**src/rtl/asmc_pkg.sv**
```systemverilog
`timescale 1ns / 1ps
`default_nettype none
// ----------------------------------------------------------------------------
// asmc_pkg: shared types and constants of the key modulus check block
// Holds the configuration register codes, character codes, reset values and
// the command and status bundles between the controller and the datapath.
// ----------------------------------------------------------------------------
package asmc_pkg;

  localparam int CFG_AW = 2;
  localparam int CFG_DW = 16;
  localparam int CHAR_W = 8;
  localparam int REM_W  = 16;

  typedef enum logic [CFG_AW-1:0] {
    CFG_MODULUS   = 2'd0,
    CFG_EXPECTED  = 2'd1,
    CFG_SEPARATOR = 2'd2
  } cfg_reg_t;

  localparam logic [15:0]       MODULUS_RST   = 16'd97;
  localparam logic [15:0]       EXPECTED_RST  = 16'd0;
  localparam logic [CHAR_W-1:0] SEPARATOR_RST = 8'h2D;

  localparam logic [CHAR_W-1:0] CHAR_0 = 8'h30;
  localparam logic [CHAR_W-1:0] CHAR_9 = 8'h39;
  localparam logic [CHAR_W-1:0] CHAR_A = 8'h41;
  localparam logic [CHAR_W-1:0] CHAR_Z = 8'h5A;

  typedef enum logic [1:0] {
    ST_IDLE,
    ST_CALC,
    ST_COMMIT
  } state_t;

  typedef struct packed {
    logic load;
    logic step;
    logic commit;
  } dp_cmd_t;

  typedef struct packed {
    logic k_zero;
    logic last;
    logic out_free;
  } dp_status_t;

endpackage
`default_nettype wire

```
**src/rtl/asmc_in_if.sv**
```systemverilog
`timescale 1ns / 1ps
`default_nettype none
// ----------------------------------------------------------------------------
// asmc_in_if: input character channel
// Valid/ready channel carrying one key character and its end-of-key flag.
// ----------------------------------------------------------------------------
interface asmc_in_if;
  logic       valid;
  logic       ready;
  logic [7:0] character;
  logic       last_char;

  modport source (output valid, output character, output last_char, input ready);
  modport sink   (input valid, input character, input last_char, output ready);
endinterface
`default_nettype wire

```
**src/rtl/asmc_out_if.sv**
```systemverilog
`timescale 1ns / 1ps
`default_nettype none
// ----------------------------------------------------------------------------
// asmc_out_if: result channel
// Valid/ready channel carrying the final remainder and the match flag.
// ----------------------------------------------------------------------------
interface asmc_out_if;
  logic        valid;
  logic        ready;
  logic [15:0] remainder;
  logic        key_valid;

  modport source (output valid, output remainder, output key_valid, input ready);
  modport sink   (input valid, input remainder, input key_valid, output ready);
endinterface
`default_nettype wire

```
**src/rtl/asmc_ctrl.sv**
```systemverilog
`timescale 1ns / 1ps
`default_nettype none
// ----------------------------------------------------------------------------
// asmc_ctrl: sequencing controller
// Loads an item, runs the reduction steps and commits the new remainder.
// ----------------------------------------------------------------------------
module asmc_ctrl (
  input  wire logic                  clk,
  input  wire logic                  rst_n,
  input  wire logic                  in_valid,
  output logic                       in_ready,
  input  wire asmc_pkg::dp_status_t  status,
  output asmc_pkg::dp_cmd_t          cmd
);
  import asmc_pkg::*;

  state_t state_r;
  state_t state_nxt;

  always_ff @(posedge clk) begin
    if (!rst_n) begin
      state_r <= ST_IDLE;
    end else begin
      state_r <= state_nxt;
    end
  end

  always_comb begin
    state_nxt = state_r;
    cmd       = '0;
    in_ready  = 1'b0;
    case (state_r)
      ST_IDLE: begin
        in_ready = 1'b1;
        if (in_valid) begin
          cmd.load  = 1'b1;
          state_nxt = ST_CALC;
        end
      end
      ST_CALC: begin
        cmd.step = 1'b1;
        if (status.k_zero) begin
          state_nxt = ST_COMMIT;
        end
      end
      ST_COMMIT: begin
        // A final item must wait until the result register can take it.
        if (!status.last || status.out_free) begin
          cmd.commit = 1'b1;
          state_nxt  = ST_IDLE;
        end
      end
      default: begin
        state_nxt = ST_IDLE;
      end
    endcase
  end

endmodule
`default_nettype wire

```
**src/rtl/asmc_dp.sv**
```systemverilog
`timescale 1ns / 1ps
`default_nettype none
// ----------------------------------------------------------------------------
// asmc_dp: remainder datapath
// Holds the configuration, the running remainder, the shift-subtract
// reduction unit and the result register.
// ----------------------------------------------------------------------------
module asmc_dp #(
  parameter int MOD_BITS = 16
) (
  input  wire logic                         clk,
  input  wire logic                         rst_n,
  input  wire logic                         cfg_we,
  input  wire logic [asmc_pkg::CFG_AW-1:0]  cfg_addr,
  input  wire logic [asmc_pkg::CFG_DW-1:0]  cfg_wdata,
  input  wire logic [asmc_pkg::CHAR_W-1:0]  in_character,
  input  wire logic                         in_last_char,
  input  wire asmc_pkg::dp_cmd_t            cmd,
  output asmc_pkg::dp_status_t              status,
  output logic                              out_valid,
  input  wire logic                         out_ready,
  output logic [asmc_pkg::REM_W-1:0]        out_remainder,
  output logic                              out_key_valid
);
  import asmc_pkg::*;

  // Widest value 100*r + 35 stays below 128 * 2^MOD_BITS.
  localparam int XW = MOD_BITS + 7;
  localparam int DW = MOD_BITS + XW;
  localparam int KW = $clog2(XW);
  localparam int CW = (MOD_BITS > REM_W) ? MOD_BITS : REM_W;

  localparam logic [KW-1:0] K_SEP    = KW'(0);
  localparam logic [KW-1:0] K_DIGIT  = KW'(3);
  localparam logic [KW-1:0] K_LETTER = KW'(6);
  localparam logic [KW-1:0] K_FULL   = KW'(XW - 1);

  logic [15:0]        modulus_r;
  logic [15:0]        expected_r;
  logic [CHAR_W-1:0]  separator_r;
  logic [MOD_BITS-1:0] run_r;
  logic [XW-1:0]      x_r;
  logic [DW-1:0]      d_r;
  logic [KW-1:0]      k_r;
  logic               last_r;
  logic               out_valid_r;
  logic [REM_W-1:0]   out_rem_r;
  logic               out_kv_r;

  logic [CW-1:0]       mod_ext;
  logic [MOD_BITS-1:0] n_raw;
  logic [MOD_BITS-1:0] n_eff;
  logic                is_sep;
  logic                is_digit;
  logic                is_letter;
  logic [6:0]          mult;
  logic [5:0]          add_v;
  logic [KW-1:0]       k_start;
  logic [XW-1:0]       x_load;
  logic                sub_ok;
  logic [CW-1:0]       res_word;
  logic                out_free;

  always_comb begin
    mod_ext = CW'(modulus_r);
    n_raw   = mod_ext[MOD_BITS-1:0];
    n_eff   = (n_raw < MOD_BITS'(2)) ? MOD_BITS'(2) : n_raw;

    is_sep    = (in_character == separator_r);
    is_digit  = (in_character >= CHAR_0) && (in_character <= CHAR_9);
    is_letter = (in_character >= CHAR_A) && (in_character <= CHAR_Z);

    // The separator only re-reduces; other non-alphanumerics append a zero.
    if (is_sep) begin
      mult    = 7'd1;
      add_v   = 6'd0;
      k_start = K_SEP;
    end else if (is_digit) begin
      mult    = 7'd10;
      add_v   = 6'(in_character - CHAR_0);
      k_start = K_DIGIT;
    end else if (is_letter) begin
      mult    = 7'd100;
      add_v   = 6'(in_character - CHAR_A) + 6'd10;
      k_start = K_LETTER;
    end else begin
      mult    = 7'd10;
      add_v   = 6'd0;
      k_start = K_DIGIT;
    end
    // A remainder left over from an older modulus needs the full-width pass.
    if (run_r >= n_eff) begin
      k_start = K_FULL;
    end
    x_load = (XW'(run_r) * XW'(mult)) + XW'(add_v);

    sub_ok   = (DW'(x_r) >= d_r);
    res_word = CW'(x_r[MOD_BITS-1:0]);
    out_free = !out_valid_r || out_ready;
  end

  always_ff @(posedge clk) begin
    if (!rst_n) begin
      modulus_r   <= MODULUS_RST;
      expected_r  <= EXPECTED_RST;
      separator_r <= SEPARATOR_RST;
    end else if (cfg_we) begin
      case (cfg_reg_t'(cfg_addr))
        CFG_MODULUS:   modulus_r   <= cfg_wdata;
        CFG_EXPECTED:  expected_r  <= cfg_wdata;
        CFG_SEPARATOR: separator_r <= cfg_wdata[CHAR_W-1:0];
        default: begin
        end
      endcase
    end
  end

  always_ff @(posedge clk) begin
    if (!rst_n) begin
      run_r       <= '0;
      out_valid_r <= 1'b0;
    end else begin
      if (cmd.commit && last_r) begin
        out_valid_r <= 1'b1;
      end else if (out_ready) begin
        out_valid_r <= 1'b0;
      end
      if (cmd.commit) begin
        if (last_r) begin
          run_r <= '0;
        end else begin
          run_r <= x_r[MOD_BITS-1:0];
        end
      end
    end
  end

  always_ff @(posedge clk) begin
    if (cmd.load) begin
      x_r    <= x_load;
      d_r    <= DW'(n_eff) << k_start;
      k_r    <= k_start;
      last_r <= in_last_char;
    end else if (cmd.step) begin
      if (sub_ok) begin
        x_r <= x_r - d_r[XW-1:0];
      end
      d_r <= d_r >> 1;
      k_r <= k_r - KW'(1);
    end
    if (cmd.commit && last_r) begin
      out_rem_r <= res_word[REM_W-1:0];
      out_kv_r  <= (res_word == CW'(expected_r));
    end
  end

  assign status.k_zero   = (k_r == '0);
  assign status.last     = last_r;
  assign status.out_free = out_free;

  assign out_valid     = out_valid_r;
  assign out_remainder = out_rem_r;
  assign out_key_valid = out_kv_r;

endmodule
`default_nettype wire

```
**src/rtl/alnum_string_modulus_check_unit.sv**
```systemverilog
`timescale 1ns / 1ps
`default_nettype none
// ----------------------------------------------------------------------------
// alnum_string_modulus_check_unit: alphanumeric key modulus check
// Accumulates the decimal number spelled by a key string modulo a configured
// modulus and reports the remainder and a match flag at the end of each key.
// ----------------------------------------------------------------------------
//
//  Channel   Direction  Handshake        Payload
//  in_ch     sink       valid / ready    character[7:0], last_char
//  out_ch    source     valid / ready    remainder[15:0], key_valid
//  cfg_*     sink       cfg_we only      cfg_addr[1:0], cfg_wdata[15:0]
//
// An item is loaded, reduced in k shift-subtract steps of the reduction unit
// (7 for a letter, 4 for a digit or an unknown character and 1 for the
// separator) and then committed; no new item is accepted until then.
// When the modulus was lowered under a running remainder, the next item
// takes a reduction that covers the full width.
// Reset is synchronous: it restores the register defaults and clears the
// running remainder and the result valid flag. A final item whose result
// finds the result register still full waits there until it is taken;
// while it waits, the next item is not accepted.
//
// Every character maps the remainder r to (m * r + v) mod n, with m being
// 1, 10 or 100. The datapath forms m * r + v exactly and then reduces it
// by restoring subtraction of n shifted left by k, k counting down to zero.
// Since r < n normally holds, the starting shift is small: 100r + 35 < 128n.
// ----------------------------------------------------------------------------
module alnum_string_modulus_check_unit #(
  parameter int MOD_BITS = 16
) (
  input  wire logic                         clk,
  input  wire logic                         rst_n,
  input  wire logic                         cfg_we,
  input  wire logic [asmc_pkg::CFG_AW-1:0]  cfg_addr,
  input  wire logic [asmc_pkg::CFG_DW-1:0]  cfg_wdata,
  asmc_in_if.sink                           in_ch,
  asmc_out_if.source                        out_ch
);
  import asmc_pkg::*;

  dp_cmd_t    cmd;
  dp_status_t status;

  // The controller only sequences; all values live in the datapath.
  asmc_ctrl u_ctrl (
    .clk      (clk),
    .rst_n    (rst_n),
    .in_valid (in_ch.valid),
    .in_ready (in_ch.ready),
    .status   (status),
    .cmd      (cmd)
  );

  asmc_dp #(
    .MOD_BITS (MOD_BITS)
  ) u_dp (
    .clk           (clk),
    .rst_n         (rst_n),
    .cfg_we        (cfg_we),
    .cfg_addr      (cfg_addr),
    .cfg_wdata     (cfg_wdata),
    .in_character  (in_ch.character),
    .in_last_char  (in_ch.last_char),
    .cmd           (cmd),
    .status        (status),
    .out_valid     (out_ch.valid),
    .out_ready     (out_ch.ready),
    .out_remainder (out_ch.remainder),
    .out_key_valid (out_ch.key_valid)
  );

endmodule
`default_nettype wire

```
**src/flat_wrapper.sv**
```systemverilog
// flat-port wrapper written by rule: the top's interface ports become plain ports
module alnum_string_modulus_check_unit_flat import asmc_pkg::*;
#(
  parameter int MOD_BITS = 16
)
  (clk, rst_n, cfg_we, cfg_addr, cfg_wdata, in_ch_valid, in_ch_character, in_ch_last_char, in_ch_ready, out_ch_valid, out_ch_remainder, out_ch_key_valid, out_ch_ready);
  asmc_in_if in_ch_i ();
  asmc_out_if out_ch_i ();
  input  wire logic clk;
  input  wire logic rst_n;
  input  wire logic cfg_we;
  input  wire logic [asmc_pkg::CFG_AW-1:0] cfg_addr;
  input  wire logic [asmc_pkg::CFG_DW-1:0] cfg_wdata;
  input wire logic [$bits(in_ch_i.valid)-1:0] in_ch_valid;
  input wire logic [$bits(in_ch_i.character)-1:0] in_ch_character;
  input wire logic [$bits(in_ch_i.last_char)-1:0] in_ch_last_char;
  output wire logic [$bits(in_ch_i.ready)-1:0] in_ch_ready;
  output wire logic [$bits(out_ch_i.valid)-1:0] out_ch_valid;
  output wire logic [$bits(out_ch_i.remainder)-1:0] out_ch_remainder;
  output wire logic [$bits(out_ch_i.key_valid)-1:0] out_ch_key_valid;
  input wire logic [$bits(out_ch_i.ready)-1:0] out_ch_ready;
  assign in_ch_i.valid = in_ch_valid;
  assign in_ch_i.character = in_ch_character;
  assign in_ch_i.last_char = in_ch_last_char;
  assign in_ch_ready = in_ch_i.ready;
  assign out_ch_valid = out_ch_i.valid;
  assign out_ch_remainder = out_ch_i.remainder;
  assign out_ch_key_valid = out_ch_i.key_valid;
  assign out_ch_i.ready = out_ch_ready;
  alnum_string_modulus_check_unit #(.MOD_BITS(MOD_BITS)) u_core (.clk(clk), .rst_n(rst_n), .cfg_we(cfg_we), .cfg_addr(cfg_addr), .cfg_wdata(cfg_wdata), .in_ch(in_ch_i), .out_ch(out_ch_i));
endmodule
```
**config.mk**
```make
export PLATFORM = sky130hd
export DESIGN_NAME = alnum_string_modulus_check_unit_flat
export DESIGN_NICKNAME = d
export VERILOG_FILES = /design/src/rtl/asmc_pkg.sv /design/src/rtl/asmc_in_if.sv /design/src/rtl/asmc_out_if.sv /design/src/rtl/asmc_ctrl.sv /design/src/rtl/asmc_dp.sv /design/src/rtl/alnum_string_modulus_check_unit.sv /design/src/flat_wrapper.sv
export SDC_FILE = /design/constraint.sdc
export NUM_CORES = 1
export LEC_CHECK = 0
export ABC_AREA = 0
export CAP_MARGIN = 20
export CORE_ASPECT_RATIO = 0.7
export CORE_MARGIN = 2
export CORE_UTILIZATION = 39
export CTS_CLUSTER_SIZE = 28
export DETAILED_ROUTE_END_ITERATION = 16
export DONT_BUFFER_PORTS = 1
export PLACE_DENSITY_LB_ADDON = 0.1
export SLEW_MARGIN = 20
export SYNTH_ARGS = -nofsm -noshare
export SYNTH_HDL_FRONTEND = slang
export SYNTH_SLANG_ARGS = --single-unit
```
**constraint.sdc**
```tcl
create_clock -name clk -period 17.6 [get_ports clk]
set_clock_uncertainty 0.1 [all_clocks]
set_input_delay 2.64 -clock clk [delete_from_list [all_inputs] [get_ports clk]]
set_output_delay 2.64 -clock clk [all_outputs]
set_load 0.005 [all_outputs]
```
==> flow_summary.yaml <==
floorplanning:
  fp.dieW_microns: 209
  die_height_microns: 147
  initial_core_util_pct: 39.6
  core.rowCount: 52
  floorplan.die_area_sq_um: 30700
  num_io_pins: 51
  core-area_sq_um: 28900
critical_path:
  timing.critical_path.fanout_max: 19
  critical-path-top-delay-family: "adder cells"
  cell_by_cell_trace_of_the_critical_path: "inv_1 -> ha_1 -> or4b_4 -> a21boi_2 -> or3_1 -> nor2_2 -> and2_1 -> fa_1 -> inv_1 -> fa_1 -> inv_1 -> fa_1 -> inv_1 -> fa_1 -> inv_1 -> ha_1 -> or3_1 -> o311a_1 -> nor2_2 -> o21ai_1 -> a311oi_2 -> xor2_1 -> o22ai_1"
  end_kind: "register"
  start_kind: "input pin"
  worst-path-buf-inv: 5
  critPathSlowestCell: "sky130_fd_sc_hd__or3_1"
  critical_path_class: "in -> reg"
  critical-path-top-cell-by-count: "sky130_fd_sc_hd__inv_1"
  worstPathArrival_ps: 9030
  crit_required_ps: 17660
  timing.critical_path.slowest_cell_delay_ps: 610
finish:
  fin_area_sq_um: 12400
  antenna_cells_inserted: 0
  post-route-util_pct: 42.9
  area_growth_pct: 8.34
  drive_gt1_share_pct: 5.68
  nets: 1423
pwr:
  power_density_nw_per_um2: 83.3
  irDropWorstVdd_mv: 0.0564
  leakagePower_nw: 5.50
grt:
  grt_start_max_net_pins: 73
  via_count_of_the_first_global_routing_pass: 8318
  grt_antenna_before_repair: 0
  grt.overflow.total: 0
  grt_first_pass_wirelength_microns: 49000
  global_route.usage.total_pct: 20.9
clock_tree:
  cts-resized-gates: 0
  clock_tree.root_cell: "sky130_fd_sc_hd__clkbuf_16"
  insertion_delay_ps: 440
  maximum_buffer_depth_of_the_clock_tree: 2
  post_cts_buffers: 0
  post_cts_hold_buffer_count: 0
  cts.reportedPaths.clkPinSlew_ps: 60
  cts_num_sinks: 144
  h-tree-depth: 4
  tritoncts_clock_tree: "done"
  cts-buffers-inserted: 17
placed_design:
  finalWeightedCongestion: 0.833
  place_area_sq_um: 11800
  port_buffers: 0
  detailed_place_hpwl_microns: 23700
detailed_routing:
  route.detailed.wl_per_inst_microns: 19.1
  dr.first_iter.drc_count: 603
  via_per_inst: 5.31
  route.detailed.drc: 0
  route.vias.total: 8545
  routed_wl_microns: 30800
  drt_pre_antenna_iters: 5
  detail-route-antenna-nets: 0
sta:
  totalNegativeSetupSlack_ps: 0
  worstMarginPinSlew_ps: 1040
  hold_viol_final: 0
  timing.final.max_slew_violations: 0
  grt_setup_unrepaired: "no"
  fmax_mhz: 111
  min_period_ps: 8970
  maxSlewHeadroom_pct: 30.7
  setup_viol: 0
  min_period_over_period_pct: 51.0
synth:
  synthTopCellsByArea: "sky130_fd_sc_hd__edfxtp_1 22%, sky130_fd_sc_hd__ha_1 13%, sky130_fd_sc_hd__dfxtp_1 10%"
  number_of_enable_type_register_cells_in_the_synthesized_netlist: 85
  cell_area_synth_sq_um: 11400
  synthTopCellsByCount: "164 x sky130_fd_sc_hd__nand2_1, 147 x sky130_fd_sc_hd__inv_1, 120 x sky130_fd_sc_hd__ha_1, 85 x sky130_fd_sc_hd__edfxtp_1, 59 x sky130_fd_sc_hd__dfxtp_1"
  synth_area_leader_cell: "sky130_fd_sc_hd__edfxtp_1"
  synth_nets: 1444
  postSynthRegisterBits: 144
  most_common_cell_in_the_synthesized_netlist: "sky130_fd_sc_hd__nand2_1"
  synthCells: 1240
  synth_largest_type_area_fraction_pct: 22.3
  synth.avg_cell_area_sq_um: 9.22
  synth-warning-count: 0
  synth_top_flop_cell: "sky130_fd_sc_hd__edfxtp_1"
  synth.distinct_cells: 68
  yosysSeqAreaShare_pct: 32.7
  synthArstFlopShare_pct: 0
flow_run:
  timing.max_cap.violations: 0
outcome:
  status: "finished, final reports clean"
min_path:
  hp-class: "reg -> reg"
## sequential cells by signal (all words and copies together), names as in the netlist
register                   flops
u_core.u_ctrl.state_r          2
u_core.u_dp.d_r               39
u_core.u_dp.expected_r        16
u_core.u_dp.k_r                5
u_core.u_dp.last_r             1
u_core.u_dp.mod_ext           16
u_core.u_dp.out_key_valid      1
u_core.u_dp.out_remainder     16
u_core.u_dp.out_valid          1
u_core.u_dp.run_r             16
u_core.u_dp.separator_r        8
u_core.u_dp.x_r               23
## path summary, 6_finish.rpt
kind	from	slack, ps	endpoint	cells after the start
setup / recovery	in_ch_character[1]	8630	u_core.u_dp.x_r[18]$_DFFE_PP_	23
hold / removal	u_core.u_dp.expected_r[7]$_SDFFE_PN0P_	380	u_core.u_dp.expected_r[7]$_SDFFE_PN0P_	2
setup reg to reg	u_core.u_dp.separator_r[6]$_SDFFE_PN0P_	10990	u_core.u_dp.x_r[18]$_DFFE_PP_	22
hold reg to reg	u_core.u_dp.expected_r[7]$_SDFFE_PN0P_	380	u_core.u_dp.expected_r[7]$_SDFFE_PN0P_	2
## per-stage QoR
stage / cells / worst slack, ps / hold WS (ps) / power [mW]
floorplan: 1240 / 9160 / 341 / 0.609
global placement: 1578 / 8280 / 362 / 0.671
detailed placement: 1578 / 8140 / 370 / 0.671
CTS: 1610 / 8630 / 379 / 1.04
global route: 1610 / 8190 / 393 / 1.09
finish: 1610 / 8630 / 377 / 1.03
## power by group
group | internal, mW | total (mW) | switching, mW
sequential | 0.401 | 0.429 | 0.0284
clock | 0.219 | 0.366 | 0.147
combinational | 0.0993 | 0.236 | 0.137
## layer usage
metal	share of wire [%]	vias up	wire, microns	global-route usage [%]
met1	55	4136	17100	33.5
met5	0	-	0	0
met3	3.5	16	1070	3.10
li1	-	4243	-	-
met2	40	150	12400	29.2
met4	0.69	0	213	4.32
## cells by family (layout without fill, tap and decap cells)
kind of cell             after synthesis  in the layout  synth area share, %
AO/OA/AOI/OAI                        254            254                 15.1
XOR/XNOR                              67             67                 5.13
adder cells (fa/ha/maj)              172            172                 22.2
buffers and inverters                197            189                 6.76
flip-flops                           144            144                 32.7
multiplexers                          22             22                 1.93
other                                  1              1               0.0328
AND/OR/NAND/NOR                      383            383                 16.1
## final cells by class
type                            count  area (sq um)
Clock buffer                       24           514
Clock inverter                      8          75.1
Fill cell                        2911         16500
Inverter                          147           552
Multi-Input combinational cell    899          6960
Sequential cell                   144          3730
Tap cell                          378           473
Timing Repair Buffer               10          75.1
## worst reg2reg max path, delay by kind of cell, from the launching register on
kind / cells / cell delay, ps
XOR/XNOR: 2 / 380
AND/OR/NAND/NOR: 6 / 1660
adder cells (fa/ha/maj): 5 / 2300
buffers and inverters: 5 / 660
AO/OA/AOI/OAI: 4 / 920
flip-flops: 1 / 320
## layout by cell type (no fill, tap or decap), drive strengths merged, types with 5 or more instances in the layout
cell type	count
nand2	166
inv	148
ha	120
edfxtp	85
dfxtp	59
nor2	57
fa	52
xnor2	49
a21oi	47
o21ai	43
and2	35
a21boi	31
nor2b	27
o31ai	24
clkbuf	24
mux2i	22
o22ai	22
a22oi	18
xor2	18
nor3	17
a21o	16
nand2b	14
nand3	13
nand4	12
nor4	10
buf	10
o21a	9
or3	8
and3	7
a211oi	6
o211ai	5
clkinv	5
Power figures use the tool's default switching activity.
